## src/rtl/svs_pkg.sv

```systemverilog
// shared constants and types for the two-axis s-curve velocity shaper
`default_nettype none

package svs_pkg;

   // speed, acceleration and target format
   localparam int SPEED_FRAC_BITS = 16;
   localparam int SPEED_W         = 32;
   localparam int ERR_W           = SPEED_W + 1;

   // gain and time step formats
   localparam int GAIN_W     = 24;
   localparam int GAIN_FRAC  = 20;
   localparam int STEP_W     = 24;
   localparam int STEP_FRAC  = 24;
   localparam int LIMIT_W    = 31;

   // shared multiplier operands: signed a, gain or time step zero-extended into b
   localparam int MUL_A_W = ERR_W;
   localparam int MUL_B_W = GAIN_W + 1;
   localparam int MUL_P_W = MUL_A_W + MUL_B_W;

   // gain-law accumulator and the rounding offsets for the gain and step products
   localparam int WORK_W = MUL_P_W + 1;
   localparam logic signed [WORK_W-1:0] ROUND_GAIN =
      WORK_W'(64'sd1 <<< (GAIN_FRAC - 1));
   localparam logic signed [WORK_W-1:0] ROUND_STEP =
      WORK_W'(64'sd1 <<< (STEP_FRAC - 1));

   // snap window: one speed unit
   localparam logic signed [ERR_W-1:0] ONE_UNIT =
      ERR_W'(64'sd1 <<< SPEED_FRAC_BITS);

   // |target| * 100 < one unit  <=>  |target| < ceil(one unit / 100)
   localparam longint NEAR_ZERO_VAL = ((64'sd1 <<< SPEED_FRAC_BITS) + 99) / 100;
   localparam logic signed [SPEED_W-1:0] NEAR_ZERO_LIM = SPEED_W'(NEAR_ZERO_VAL);

   localparam logic signed [SPEED_W-1:0] SPEED_MAX = {1'b0, {(SPEED_W-1){1'b1}}};
   localparam logic signed [SPEED_W-1:0] SPEED_MIN = {1'b1, {(SPEED_W-1){1'b0}}};

   // configuration register indexes
   localparam int CSR_IDX_W  = 3;
   localparam int CSR_DATA_W = 32;
   localparam logic [CSR_IDX_W-1:0] CSR_ACCEL_GAIN   = 3'd0;
   localparam logic [CSR_IDX_W-1:0] CSR_BRAKE_GAIN   = 3'd1;
   localparam logic [CSR_IDX_W-1:0] CSR_DAMPING_GAIN = 3'd2;
   localparam logic [CSR_IDX_W-1:0] CSR_MAX_ACCEL    = 3'd3;
   localparam logic [CSR_IDX_W-1:0] CSR_TIME_STEP    = 3'd4;

   // register reset values
   localparam logic [GAIN_W-1:0]  ACCEL_GAIN_RST   = 24'd838861;
   localparam logic [GAIN_W-1:0]  BRAKE_GAIN_RST   = 24'd943718;
   localparam logic [GAIN_W-1:0]  DAMPING_GAIN_RST = 24'd83886;
   localparam logic [LIMIT_W-1:0] MAX_ACCEL_RST    = 31'd1310720000;
   localparam logic [STEP_W-1:0]  TIME_STEP_RST    = 24'd16777;

   // request to the shared multiplier
   typedef struct packed {
      logic                      en;
      logic signed [MUL_A_W-1:0] a;
      logic signed [MUL_B_W-1:0] b;
   } mul_req_type;

endpackage

`default_nettype wire

```

## src/rtl/svs_mul.sv

```systemverilog
// shared signed multiplier with registered product
`default_nettype none

module svs_mul (
   input  wire logic                                clock,
   input  wire svs_pkg::mul_req_type                mul_req,
   output logic signed [svs_pkg::MUL_P_W-1:0]       product
);
   import svs_pkg::*;

   logic signed [MUL_P_W-1:0] product_ff;
   logic signed [MUL_P_W-1:0] product_in;

   always_comb begin
      product_in = product_ff;
      if (mul_req.en) begin
         product_in = MUL_P_W'(mul_req.a * mul_req.b);
      end
   end

   always_ff @(posedge clock) begin
      product_ff <= product_in;
   end

   assign product = product_ff;

endmodule

`default_nettype wire

```

## config.mk

```make
export PLATFORM = sky130hd
export DESIGN_NAME = svs_mul
export DESIGN_NICKNAME = d
export VERILOG_FILES = /design/src/rtl/svs_pkg.sv /design/src/rtl/svs_mul.sv
export SDC_FILE = /design/constraint.sdc
export NUM_CORES = 2
export LEC_CHECK = 0
export BUFFER_PORTS_ARGS = -buffer_cell sky130_fd_sc_hd__buf_4
export CORE_AREA = 10 10 354 270
export DETAILED_ROUTE_END_ITERATION = 8
export DIE_AREA = 0 0 364 280
export REMOVE_ABC_BUFFERS = 1
export SLEW_MARGIN = 30
export SYNTH_ARGS = -nofsm -noshare
export SYNTH_HDL_FRONTEND = slang
export SYNTH_SLANG_ARGS = --single-unit
```

## constraint.sdc

```tcl
create_clock -name clock -period 19.5 [get_ports clock]
set_input_delay 1.95 -clock clock [delete_from_list [all_inputs] [get_ports clock]]
set_output_delay 1.95 -clock clock [all_outputs]
set_load 0.02 [all_outputs]
```

==> flow_summary.json <==
{
  "cts_tree": "yes",
  "maxSlewViolCount": 0,
  "ant_nets": 0,
  "critPathRequiredTime_ns": 19.52,
  "hold_path.startpoint": "mul_req[0]",
  "holdWs_ns": 2.179,
  "layout_common_cells": "841 x fa_1, 785 x inv_1, 416 x nand2_1, 409 x and2_1, 157 x ha_1",
  "grt_use_total_pct": 17.14,
  "ys_seq_area_share_pct": 5.658,
  "synth_cell_types": 60,
  "syn_area_um2": 30780,
  "maxSlewHeadroom_pct": 33.48,
  "setup_viol": 0,
  "clk_path_buf_depth": 2,
  "synthCells": 3208,
  "die_y_um": 280,
  "fin_nets": 4239,
  "die-area_um2": 101900,
  "grt_pass1_wl_mm": 136.5,
  "vias": 21170,
  "seq_area_um2": 1742,
  "drv_cap": 0,
  "final_hold_viol_count": 0,
  "yosysTopAreaCellShare_pct": 54.76,
  "place.gp.congestion": 0.8894,
  "first_pass_iters": 8,
  "status": "complete, no violations",
  "async_flop_share_pct": 0,
  "die_x_um": 364,
  "critical_path_arrival_ns": 9.05,
  "io_buffers": 117,
  "grt_pass1_vias": 23270,
  "final_layout_size_suffix_gt1_share_pct": 4.741,
  "viasPerCell": 4.868,
  "fillers": 8957,
  "dpl.hpwl_mm": 67.62,
  "htreeDepth": 3,
  "grt_max_degree": 59,
  "largest_reg_flops": 58,
  "layout_commonest_cell": "fa_1",
  "holdPathStages": 2,
  "coreArea_um2": 88790,
  "grt_overflow": 0,
  "hp-class": "in2reg",
  "drc": 0,
  "clkSinkCount": 58,
  "syn_area_per_cell_um2": 9.596,
  "cts-root-buf": "clkbuf_16",
  "cp-start-kind": "primary input",
  "fp-row-count": 95,
  "worstMarginPinSlew_ns": 0.9918,
  "min_to": "product[0]",
  "min_period_ns": 9.034,
  "rsz0062_at_grt": "false",
  "num_io_pins": 118,
  "synth_ff_type": "edfxtp_1",
  "wl_per_cell_um": 19.36,
  "postCtsHoldBufs": 0,
  "fin_crit_sh_pct": 46.33,
  "multi_input_area_um2": 25440,
  "synth_enable_flop_cells": 58,
  "path_max_fanout": 33,
  "crit_type": "in2reg",
  "cts_resized": 0,
  "wl_mm": 84.19,
  "crit_path_end_kind": "register",
  "antenna_found_initial": 1,
  "synth-seq-cells": 58,
  "cts_buffers": 9,
  "fmax_mhz": 110.7,
  "finalSetupTns_ns": 0,
  "clk_pin_slew_ns": 0.06,
  "antenna_cells": 0,
  "synth_top_area_cell": "fa_1",
  "ys_warn_count": 0,
  "area_growth_pct": 6.483,
  "drt_iter0_markers": 1454,
  "yosys-top-cells-area": "fa_1 55%, inv_1 9.6%, and2_1 8.3%",
  "start_util_pct": 34.67,
  "postCtsSetupRepairBufs": 0
}
-- synthesized netlist by cell type, drive strengths merged (3+ instances only) --
| master | count |
|---|---|
| o21bai | 15 |
| nor3b | 3 |
| nor4 | 3 |
| nand2 | 416 |
| a21o | 36 |
| nand3 | 16 |
| a211o | 3 |
| inv | 785 |
| nand2b | 11 |
| nor3 | 6 |
| nor2 | 57 |
| buf | 5 |
| edfxtp | 58 |
| ha | 157 |
| a31oi | 12 |
| o21a | 6 |
| a211oi | 9 |
| xnor2 | 44 |
| and3 | 8 |
| o211ai | 9 |
| and2 | 410 |
| clkbuf | 153 |
| nand4 | 15 |
| nor2b | 5 |
| xor2 | 15 |
| a21oi | 51 |
| fa | 842 |
| o31ai | 3 |
| o21ai | 32 |
-- stage by stage --
step	std cells	instance area, um^2	setup slack (ns)	utilization [%]
2_1_floorplan	3050	30130	11.27	-
3_3_place_gp	4333	32480	10.31	36.58
3_5_place_dp	4333	32480	10.21	36.59
4_1_cts	4349	32780	10.55	36.92
5_1_grt	4349	32780	10.15	36.92
6_report	4349	32780	10.47	36.92
-- area by class of cell --
class                   count  area share [%]
clock buffers               9          0.6870
clock inverters             7          0.2137
inverters                 786           9.000
multi-input cells        2206           77.62
flip-flops and latches     58           5.313
well taps                1164           4.443
repair buffers            119           2.725
-- layer usage --
layer	track usage (%)	vias up	wire length, um
met2	25.71	780	36140
li1	-	9210	-
met4	2.667	0	1160
met3	5.145	77	8353
met5	0	-	0
met1	24.60	11110	38530
-- worst max-delay path by stage --
stage / from / endpoint / cells past startpoint
floorplan: mul_req[57] / product[57] / 19
global placement: mul_req[1] / product[57] / 24
detailed placement: mul_req[1] / product[57] / 20
CTS: mul_req[1] / product[57] / 20
global route: mul_req[1] / product[57] / 20
finish: mul_req[4] / product[43] / 22
-- cell families (layout without fill, tap and decap cells) --
logic type	after synthesis	after routing	share of synthesized area, %
compound gates	194	194	4.341
xor+xnor	59	59	1.679
fa+ha+maj	999	999	61.14
buf+inv	944	921	11.70
flops	58	58	5.658
simple gates	954	954	15.49
-- worst max-delay path, stage by stage --
cell	delay (ns)
buf_4	0.40
nand2_1	0.15
fa_1	0.55
inv_1	0.05
fa_1	0.47
inv_1	0.06
fa_1	0.54
inv_1	0.06
fa_1	0.40
fa_1	0.47
fa_1	0.59
fa_1	0.44
ha_1	0.38
a21oi_1	0.39
o21bai_1	0.14
a21oi_1	0.16
o21ai_0	0.11
nand3b_1	0.25
a31o_2	0.35
o211ai_1	0.24
a21oi_1	0.10
a211oi_1	0.79
Power is left out: the tool's default activity adds up to more than one toggle a clock period on the data nets, which glitch-free logic cannot reach.
